$ cat src/rtl/core/ibrf_pkg.sv
// Shared constants, codes and control types of the IPv4 blocklist rate filter.
`default_nettype none
package ibrf_pkg;

    localparam int BLOCK_ENTRIES = 1024;
    localparam int RATE_ENTRIES  = 1024;
    localparam int BAW           = $clog2(BLOCK_ENTRIES);
    localparam int RAW           = $clog2(RATE_ENTRIES);
    localparam int TABLE_SPAN    = (BLOCK_ENTRIES > RATE_ENTRIES) ? BLOCK_ENTRIES : RATE_ENTRIES;
    localparam int AW            = $clog2(TABLE_SPAN);
    localparam int CW            = AW + 1;

    localparam int BWW           = 33;   // {valid, key}
    localparam int RWW           = 65;   // {valid, key, count}

    localparam int IN_W          = 136;
    localparam int OUT_W         = 328;

    localparam logic [15:0] IPV4_TYPE          = 16'h0800;
    localparam logic [15:0] ETH_HDR_BYTES      = 16'd14;
    localparam logic [15:0] ETH_IP_HDR_BYTES   = 16'd34;
    localparam logic [31:0] THRESHOLD_AT_RESET = 32'd1000;
    localparam logic [31:0] COUNT_MAX          = 32'hFFFF_FFFF;

    typedef enum logic [2:0] {
        CAUSE_ALLOWED      = 3'd0,
        CAUSE_NOT_IPV4     = 3'd1,
        CAUSE_MALFORMED    = 3'd2,
        CAUSE_SRC_BLOCKED  = 3'd3,
        CAUSE_DST_BLOCKED  = 3'd4,
        CAUSE_RATE_LIMITED = 3'd5,
        CAUSE_WRITE_DONE   = 3'd6,
        CAUSE_TABLE_FULL   = 3'd7
    } cause_t;

    typedef struct packed {
        logic capture;
        logic start_bscan;
        logic start_rscan;
        logic commit;
        logic load_out;
    } ibrf_cmd_t;

    typedef struct packed {
        logic clear_busy;
        logic scan_busy;
        logic early;
        logic need_rscan;
        logic out_busy;
    } ibrf_status_t;

endpackage
`default_nettype wire

$ cat src/rtl/core/ibrf_ctrl.sv
// Controller state machine: sequences clear, table scans, commit and result load.
`default_nettype none
module ibrf_ctrl
    import ibrf_pkg::*;
(
    input  wire logic         aclk,
    input  wire logic         aresetn,
    input  wire logic         s_tvalid,
    output logic              s_tready,
    input  wire ibrf_status_t status,
    output ibrf_cmd_t         cmd
);

    typedef enum logic [6:0] {
        ST_CLEAR  = 7'b0000001,
        ST_IDLE   = 7'b0000010,
        ST_DECIDE = 7'b0000100,
        ST_BSCAN  = 7'b0001000,
        ST_RSCAN  = 7'b0010000,
        ST_COMMIT = 7'b0100000,
        ST_FINISH = 7'b1000000
    } state_t;

    state_t state_reg, state_next;

    always_ff @(posedge aclk) begin
        if (!aresetn) begin
            state_reg <= ST_CLEAR;
        end else begin
            state_reg <= state_next;
        end
    end

    assign s_tready = (state_reg == ST_IDLE);

    always_comb begin
        state_next = state_reg;
        cmd        = '0;
        case (state_reg)
            ST_CLEAR: begin
                if (!status.clear_busy) state_next = ST_IDLE;
            end
            ST_IDLE: begin
                if (s_tvalid) begin
                    cmd.capture = 1'b1;
                    state_next  = ST_DECIDE;
                end
            end
            ST_DECIDE: begin
                if (status.early) begin
                    state_next = ST_FINISH;
                end else begin
                    cmd.start_bscan = 1'b1;
                    state_next      = ST_BSCAN;
                end
            end
            ST_BSCAN: begin
                if (!status.scan_busy) begin
                    if (status.need_rscan) begin
                        cmd.start_rscan = 1'b1;
                        state_next      = ST_RSCAN;
                    end else begin
                        state_next = ST_COMMIT;
                    end
                end
            end
            ST_RSCAN: begin
                if (!status.scan_busy) state_next = ST_COMMIT;
            end
            ST_COMMIT: begin
                cmd.commit = 1'b1;
                state_next = ST_FINISH;
            end
            ST_FINISH: begin
                if (!status.out_busy) begin
                    cmd.load_out = 1'b1;
                    state_next   = ST_IDLE;
                end
            end
            default: state_next = ST_CLEAR;
        endcase
    end

endmodule
`default_nettype wire

$ cat config.mk
export PLATFORM = sky130hd
export DESIGN_NAME = ibrf_ctrl
export DESIGN_NICKNAME = d
export VERILOG_FILES = /design/src/rtl/core/ibrf_pkg.sv /design/src/rtl/core/ibrf_ctrl.sv
export SDC_FILE = /design/constraint.sdc
export NUM_CORES = 1
export LEC_CHECK = 0
export BUFFER_PORTS_ARGS = -buffer_cell sky130_fd_sc_hd__buf_4
export CAP_MARGIN = 25
export CORE_UTILIZATION = 40
export CTS_CLUSTER_DIAMETER = 30
export DETAILED_ROUTE_END_ITERATION = 8
export GPL_ROUTABILITY_DRIVEN = 1
export PLACE_DENSITY_LB_ADDON = 0.25
export SLEW_MARGIN = 20
export SYNTH_ARGS = -nofsm -noshare
export SYNTH_HDL_FRONTEND = slang
export SYNTH_SLANG_ARGS = --single-unit
export TNS_END_PERCENT = 10
$ cat constraint.sdc
create_clock -name aclk -period 2.4 [get_ports aclk]
set_input_delay 0.48 -clock aclk [delete_from_list [all_inputs] [get_ports aclk]]
set_output_delay 0.48 -clock aclk [all_outputs]
set_load 0.01 [all_outputs]
==> flow_metrics.tcl, run 1 <==
set metrics [dict create \
    r2r_start "state_reg[2]$_SDFFE_PN0P_" \
    avgViaCountPerCell 5.66 \
    tritoncts "done" \
    finalSetupViolCount 0 \
    antenna_found_initial 0 \
    worst_pin_slew_ns 0.334 \
    ant_nets 0 \
    route.met3.wl_um 65 \
    peakVddDrop_mv 0.344 \
    powerDensity_nw_per_um2 541 \
    cts_buffer_depth 2 \
    synth_top_area_cell "dfxtp_1" \
    clk_latency_ns 0.25 \
    highest_layer "met4" \
    synth_ff_type "dfxtp_1" \
    wl_met2_um 555 \
    wire_per_inst_um 12.3 \
    fin_crit_sh_pct 88.7 \
    m1WireLength_um 585 \
    placed_area_um2 619 \
    min-delay-path-class "input pin to register" \
    yosysSeqAreaShare_pct 26.9 \
    leakage_nw 0.267 \
    fmax_ghz 0.470 \
    netlist_area_um2 520 \
    hold_viol 0 \
    fin_util_pct 55.8 \
    period_minus_slack_ns 2.13 \
    setup_slack_ns 0.270 \
    finalSetupTns_ns 0 \
    yosysUniqueCellTypes 29 \
    crit_arrival_ns 1.65 \
    worstPathMaxFanout 10 \
    drt_wl_total_mm 1.21 \
    grt_usage_pct 20.1 \
    yosysMostFrequentCell "nor2_1" \
    drc 0 \
    skew_ns 0.00538 \
    insertedDiodeCount 0 \
    hpwlAfterDp_um 902 \
    cts_setup_buffers 0 \
    stdcell_count 98 \
    htreeDepth 1 \
    pre_cts_ws_ns 0.559 \
    hold_path.startpoint "aresetn" \
    max_slew_margin_pct 77.7 \
    synth_cells 71 \
    slew_violations 0 \
    synth_nets 79 \
    crit_type "register to output pin" \
    cts_hold_buf 0 \
    ys_seq_elements 7 \
    finalPower_mw 0.349 \
    cts_root_buf "clkbuf_4" \
    rsz0062_at_grt "no" \
    r2r_slack_ns 0.76 \
    crit_start "state_reg[2]$_SDFFE_PN0P_" \
    nNetsFinal 93 \
    async_reset_ff_share_pct 0 \
    dieArea_um2 1450 \
    cts_made_buffers 3 \
    synth.avg_cell_area_um2 7.33 \
    ys_top_cells_by_area "dfxtp_1 27%, nor2_1 6.5%, and4b_1 3.8%" \
    drt-initial-drc-count 24 \
    rows 12 \
    vias 555 \
    worstPathRequired_ns 1.92 \
    portBuffers 13 \
    area_growth_pct 24.0 \
    fp.dieH_um 38.1 \
    grt_overflow 0 \
    clk_pin_slew_worst_paths_ns 0.05 \
    start_util_pct 45.0 \
    hold-worst-slack_ns 0.450 \
    clock_sinks 7 \
    first_pass_iters 4 \
    setup.worst_path.end_class "output pin" \
    fp.dieW_um 38.1 \
    dp_cells 94 \
    ys_warn_count 0 \
    synth_commonest_cells "9 x nor2_1, 7 x dfxtp_1, 5 x nand2_1" \
    start_kind "register" \
    max_cap_violations 0 \
    status "complete, no violations" \
    grt_pass1_wl_mm 1.99 \
    yosysTopAreaCellShare_pct 26.9 \
    coreArea_um2 1160 \
    cts_resized 0 \
    ios 14 \
    grt_pass1_vias 474 \
    synth_edf_count 0 \
    grt_max_degree 13 \
    gp_congestion 0.853 \
    largest_reg_flops 7 \
    drive_gt1_share_pct 22.6 \
    post-route-cell-area_um2 646 \
]
[placed cells by master (no fill, tap or decap), types with 2 or more instances in the layout]
| cell | n |
|---|---|
| nand3_1 | 3 |
| a21oi_1 | 3 |
| o2111ai_1 | 2 |
| nor2b_1 | 2 |
| buf_4 | 15 |
| nand2_1 | 5 |
| and3b_1 | 2 |
| nor4_1 | 3 |
| nor2_1 | 9 |
| and4b_1 | 2 |
| o21ai_0 | 4 |
| nor3_1 | 4 |
| nand2b_1 | 3 |
| xor2_1 | 2 |
| nand3b_1 | 2 |
| o211ai_1 | 2 |
| clkbuf_4 | 3 |
| dfxtp_1 | 7 |
[area by class of cell]
| type | count | area, um^2 |
|---|---|---|
| timing repair buffer | 15 | 113 |
| sequential | 7 | 140 |
| clock buffer | 4 | 26.3 |
| multi-input combinational | 57 | 345 |
| fill | 105 | 510 |
| tap | 14 | 17.5 |
| inverter | 1 | 3.75 |
[where the power goes]
part | total (mW) | internal, mW | switching (mW) | leakage, nW
sequential | 0.135 | 0.124 | 0.0113 | 0.0569
combinational | 0.108 | 0.0529 | 0.0549 | 0.195
clock | 0.106 | 0.0634 | 0.0428 | 0.0150
[critical path, stage by stage (launching register included)]
cell and delay, ns:
dfxtp_1 0.40, or4_4 0.58, nor4_1 0.24, buf_4 0.16
[cell families (layout without fill, tap and decap cells)]
group                     count (synthesis)  after routing  synth area share [%]
AOI/OAI and AO/OA                        13             13                  16.1
xor gates and xnor gates                  3              3                  5.05
buffers and inverters                     7             20                  6.73
DFF                                       7              7                  26.9
and+or+nand+nor                          41             41                  45.2
[final timing paths]
check / to / cells past startpoint
max: cmd[0] / 3
min: state_reg[0]$_SDFFE_PN1P_ / 2
min reg2reg: state_reg[6]$_SDFFE_PN0P_ / 2
max reg2reg: state_reg[0]$_SDFFE_PN1P_ / 3
[layer usage]
layer  up-vias  GRT usage [%]
li1        283              -
met1       252           26.1
met2        18           28.8
met3         2           8.72
met4         0           8.04
met5         -              0
Power figures use the tool's default switching activity.
==> run 2: changes to the inputs <==
==> constraint.sdc (replaced) <==
create_clock -name aclk -period 2 [get_ports aclk]
set_input_delay 0.4 -clock aclk [delete_from_list [all_inputs] [get_ports aclk]]
set_output_delay 0.4 -clock aclk [all_outputs]
set_load 0.01 [all_outputs]
==> flow_metrics.tcl, run 2 (synthesis results as in run 1) <==
set metrics [dict create \
    cts_buffer_depth 2 \
    wire_per_inst_um 12.9 \
    worst_pin_slew_ns 0.374 \
    vias 570 \
    period_minus_slack_ns 1.93 \
    worstPathMaxFanout 7 \
    route.met3.wl_um 78 \
    dieArea_um2 1450 \
    holdPathStages 2 \
    gp_congestion 0.814 \
    grt_usage_pct 20.2 \
    nNetsFinal 97 \
    final_common_cell "buf_4" \
    peakVddDrop_mv 0.392 \
    combPwrFrac_pct 33.4 \
    crit_arrival_ns 1.53 \
    fp.dieW_um 38.1 \
    fillerInstances 107 \
    crit_type "register to output pin" \
    slew_violations 0 \
    finalSetupViolCount 0 \
    max_cap_violations 0 \
    grt_pass1_vias 446 \
    hold-worst-slack_ns 0.384 \
    fin_crit_sh_pct 96.6 \
    htreeDepth 1 \
    insertedDiodeCount 0 \
    grt_pass1_wl_mm 1.98 \
    antenna_found_initial 0 \
    pre_cts_ws_ns 0.266 \
    placed_area_um2 649 \
    setup.worst_path.end_class "output pin" \
    drc 0 \
    clk_pin_slew_worst_paths_ns 0.05 \
    area_growth_pct 33.9 \
    cts_hold_buf 0 \
    rows 12 \
    m1WireLength_um 619 \
    clk_latency_ns 0.25 \
    fp.dieH_um 38.1 \
    start_util_pct 45.0 \
    hold_viol 0 \
    ant_nets 0 \
    p_int_mw 0.296 \
    start_kind "register" \
    post-route-cell-area_um2 697 \
    power_frac_seq_pct 37.2 \
    max_slew_margin_pct 74.8 \
    clock_sinks 7 \
    first_pass_iters 4 \
    drive_gt1_share_pct 29.5 \
    p_sw_mw 0.139 \
    largest_reg_flops 7 \
    min-delay-path-class "input pin to register" \
    cts_made_buffers 3 \
    r2r_slack_ns 0.43 \
    status "complete, no violations" \
    avgViaCountPerCell 5.59 \
    hpwlAfterDp_um 977 \
    tritoncts "done" \
    drt-initial-drc-count 23 \
    leakage_nw 0.294 \
    highest_layer "met3" \
    fmax_ghz 0.518 \
    cts_root_buf "clkbuf_4" \
    grt_max_degree 12 \
    pwr-share-clk_pct 29.4 \
    final_cell_mix "19 x buf_4, 9 x nor2_1, 6 x dfxtp_1, 5 x nand2_1, 4 x o21ai_0" \
    wl_met2_um 615 \
    worstPathRequired_ns 1.60 \
    swShare_pct 32.0 \
    ios 14 \
    r2r_cells 3 \
    powerDensity_nw_per_um2 623 \
    setup_slack_ns 0.0680 \
    portBuffers 13 \
    drt_wl_total_mm 1.31 \
    coreArea_um2 1160 \
    grt_overflow 0 \
    skew_ns 0.00226 \
]
-- run 2: power by group through the flow --
stage / Sequential [mW] / Combinational (mW) / Clock (mW)
detailed placement: 0.162 / 0.138 / 0
global route: 0.163 / 0.161 / 0.140
CTS: 0.159 / 0.140 / 0.131
global placement: 0.162 / 0.135 / 0
floorplan: 0.159 / 0.0851 / 0
finish: 0.162 / 0.145 / 0.128
-- run 2: final timing paths --
check | from | to
max | state_reg[1]$_SDFFE_PN0P_ | cmd[0]
min | aresetn | state_reg[0]$_SDFFE_PN1P_
max reg2reg | state_reg[1]$_SDFFE_PN0P_ | state_reg[0]$_SDFFE_PN1P_
min reg2reg | state_reg[2]$_SDFFE_PN0P_ | state_reg[6]$_SDFFE_PN0P_
-- run 2: per-layer routing --
layer	track usage (%)	vias up
met1	26.7	260
met5	0	-
met2	30.9	18
li1	-	292
met3	10.5	0
met4	0	0
-- run 2: area by class of cell --
type | instances | area (um^2) | share of cell area [%]
multi-input combinational | 57 | 365 | 52.4
timing repair buffer | 19 | 143 | 20.5
sequential | 7 | 141 | 20.3
clock buffer | 4 | 26.3 | 3.77
tap | 14 | 17.5 | 2.51
inverter | 1 | 3.75 | 0.539
-- run 2: critical path, stage by stage (launching register included) --
cell and delay, ns:
dfxtp_2 0.35, or4_4 0.56, nor4_4 0.22, buf_4 0.15
-- run 2: through the flow --
stage | TNS (ns) | power (mW) | instances | utilization, %
CTS | 0 | 0.431 | 102 | 59.0
global placement | 0 | 0.296 | 98 | 56.2
finish | 0 | 0.434 | 102 | 60.3
global route | -0.000474 | 0.464 | 102 | 60.3
floorplan | 0 | 0.244 | 71 | -
detailed placement | 0 | 0.300 | 98 | 56.2
-- run 2: timing repair --
action                                  in CTS  in global routing
endpoints found under the setup margin       1                  2
pin swaps                                    0                  1
gates cloned                                 0                  0
gates resized for setup                      1                  3
buffers inserted                             0                  0
==> run 3: changes to the inputs <==
--- a/config.mk
+++ b/config.mk
@@ -12,7 +12,7 @@
 export DETAILED_ROUTE_END_ITERATION = 8
 export GPL_ROUTABILITY_DRIVEN = 1
 export PLACE_DENSITY_LB_ADDON = 0.25
-export SLEW_MARGIN = 20
+export REMOVE_ABC_BUFFERS = 1
 export SYNTH_ARGS = -nofsm -noshare
 export SYNTH_HDL_FRONTEND = slang
 export SYNTH_SLANG_ARGS = --single-unit
==> constraint.sdc (replaced) <==
create_clock -name aclk -period 1.7 [get_ports aclk]
set_input_delay 0.34 -clock aclk [delete_from_list [all_inputs] [get_ports aclk]]
set_output_delay 0.34 -clock aclk [all_outputs]
set_load 0.01 [all_outputs]
==> flow_metrics.tcl, run 3 (synthesis results as in run 1) <==
set metrics [dict create \
    max_cap_violations 0 \
    grt_pass1_vias 514 \
    min-delay-path-class "input pin to register" \
    setup.worst_path.end_class "output pin" \
    cts_hold_buf 0 \
    cts_buffer_depth 2 \
    min_to "state_reg[0]$_SDFFE_PN1P_" \
    max_slew_margin_pct 82.2 \
    peakVddDrop_mv 0.470 \
    powerDensity_nw_per_um2 711 \
    grt_pass1_wl_mm 2.31 \
    fmax_ghz 0.562 \
    worstPathMaxFanout 5 \
    setup_slack_ns -0.0781 \
    holdPathStages 2 \
    drt-initial-drc-count 24 \
    crit_arrival_ns 1.44 \
    period_minus_slack_ns 1.78 \
    finalPower_mw 0.529 \
    fin_util_pct 64.4 \
    drt_wl_total_mm 1.41 \
    r2r_slack_ns 0.16 \
    hold_viol 0 \
    rr_endpoint "state_reg[1]$_SDFFE_PN0P_" \
    grt_max_degree 12 \
    portBuffers 13 \
    tritoncts "done" \
    finalSetupViolCount 3 \
    final_cell_mix "22 x buf_4, 7 x nor2_1, 6 x dfxtp_1, 5 x nand2_1, 4 x o21ai_0" \
    clk_latency_ns 0.25 \
    first_pass_iters 4 \
    start_util_pct 45.0 \
    grt_usage_pct 23.6 \
    drive_gt1_share_pct 37.4 \
    gp_congestion 0.796 \
    cts_made_buffers 3 \
    wire_per_inst_um 13.4 \
    ios 14 \
    insertedDiodeCount 0 \
    rows 12 \
    path_cells "or4_4 -> nor4_2 -> buf_4" \
    fin_crit_sh_pct 105 \
    r2r_start "state_reg[6]$_SDFFE_PN0P_" \
    fp.dieH_um 38.1 \
    nNetsFinal 100 \
    drc 0 \
    crit_type "register to output pin" \
    final_common_cell "buf_4" \
    cp_slowest_stage_delay_ns 0.57 \
    finalSetupTns_ns -0.119 \
    skew_ns 0.00203 \
    fp.dieW_um 38.1 \
    hold_path.startpoint "aresetn" \
    coreArea_um2 1160 \
    antenna_found_initial 0 \
    clk_pin_slew_worst_paths_ns 0.05 \
    leakage_nw 0.308 \
    cp_slowest_cell "or4_4" \
    area_growth_pct 43.0 \
    pre_cts_ws_ns 0.111 \
    grt_overflow 0 \
    worst_pin_slew_ns 0.265 \
    status "finished, violations left" \
    violations "negative setup slack" \
    cts_setup_buffers 0 \
    r2r_cells 5 \
    htreeDepth 1 \
    slew_violations 0 \
    hpwlAfterDp_mm 1.02 \
    clock_sinks 7 \
    cts_root_buf "clkbuf_4" \
    worstPathRequired_ns 1.36 \
    avgViaCountPerCell 5.59 \
    start_kind "register" \
    vias 587 \
    largest_reg_flops 7 \
    ant_nets 0 \
    dieArea_um2 1450 \
    rsz0062_at_grt "yes" \
]
-- run 3: worst max-delay path: cells and delay by family, from the launching register on --
kind                   cells  cell delay (ns)
buffers and inverters      1             0.16
flip-flops                 1             0.31
AND/OR/NAND/NOR            2             0.72
-- run 3: what timing repair did --
| action | CTS | global route |
|---|---|---|
| pin swaps | 0 | 4 |
| endpoints found under the setup margin | 5 | 5 |
| resized for setup | 4 | 6 |
-- run 3: stage by stage --
stage,area [um^2],hold slack (ns),instances
final,744,0.310,105
after global routing,744,0.295,105
after CTS,713,0.302,105
after detailed placement,672,0.572,101
after global placement,672,0.564,101
after floorplan,489,0.412,65
-- run 3: area by class of cell --
| class | instances | area [um^2] |
|---|---|---|
| Timing Repair Buffer | 22 | 165 |
| Multi-Input combinational cell | 57 | 390 |
| Fill cell | 112 | 412 |
| Sequential cell | 7 | 141 |
| Tap cell | 14 | 17.5 |
| Clock buffer | 4 | 26.3 |
| Inverter | 1 | 3.75 |
-- run 3: worst max path at each step --
stage | slack (ns) | cells after the start | from | endpoint
after global routing | -0.14 | 3 | state_reg[3]$_SDFFE_PN0P_ | cmd[0]
after global placement | 0.12 | 3 | state_reg[1]$_SDFFE_PN0P_ | cmd[0]
after CTS | -0.14 | 3 | state_reg[1]$_SDFFE_PN0P_ | cmd[0]
final | -0.08 | 3 | state_reg[3]$_SDFFE_PN0P_ | cmd[0]
after floorplan | 0.03 | 2 | state_reg[2]$_SDFFE_PN0P_ | cmd[0]
after detailed placement | 0.11 | 3 | state_reg[1]$_SDFFE_PN0P_ | cmd[0]
-- run 3: metal layers --
metal	vias up	part of all wire (%)	global-route usage, %
li1	299	-	-
met1	271	45	30.8
met2	17	49	35.2
met3	0	5.4	11.0
met4	0	0	4.46
met5	-	0	0
-- run 3: power by group --
part | switching (mW) | internal, mW
sequential | 0.0126 | 0.175
clock | 0.0613 | 0.0896
combinational | 0.0937 | 0.0975
total | 0.168 | 0.362
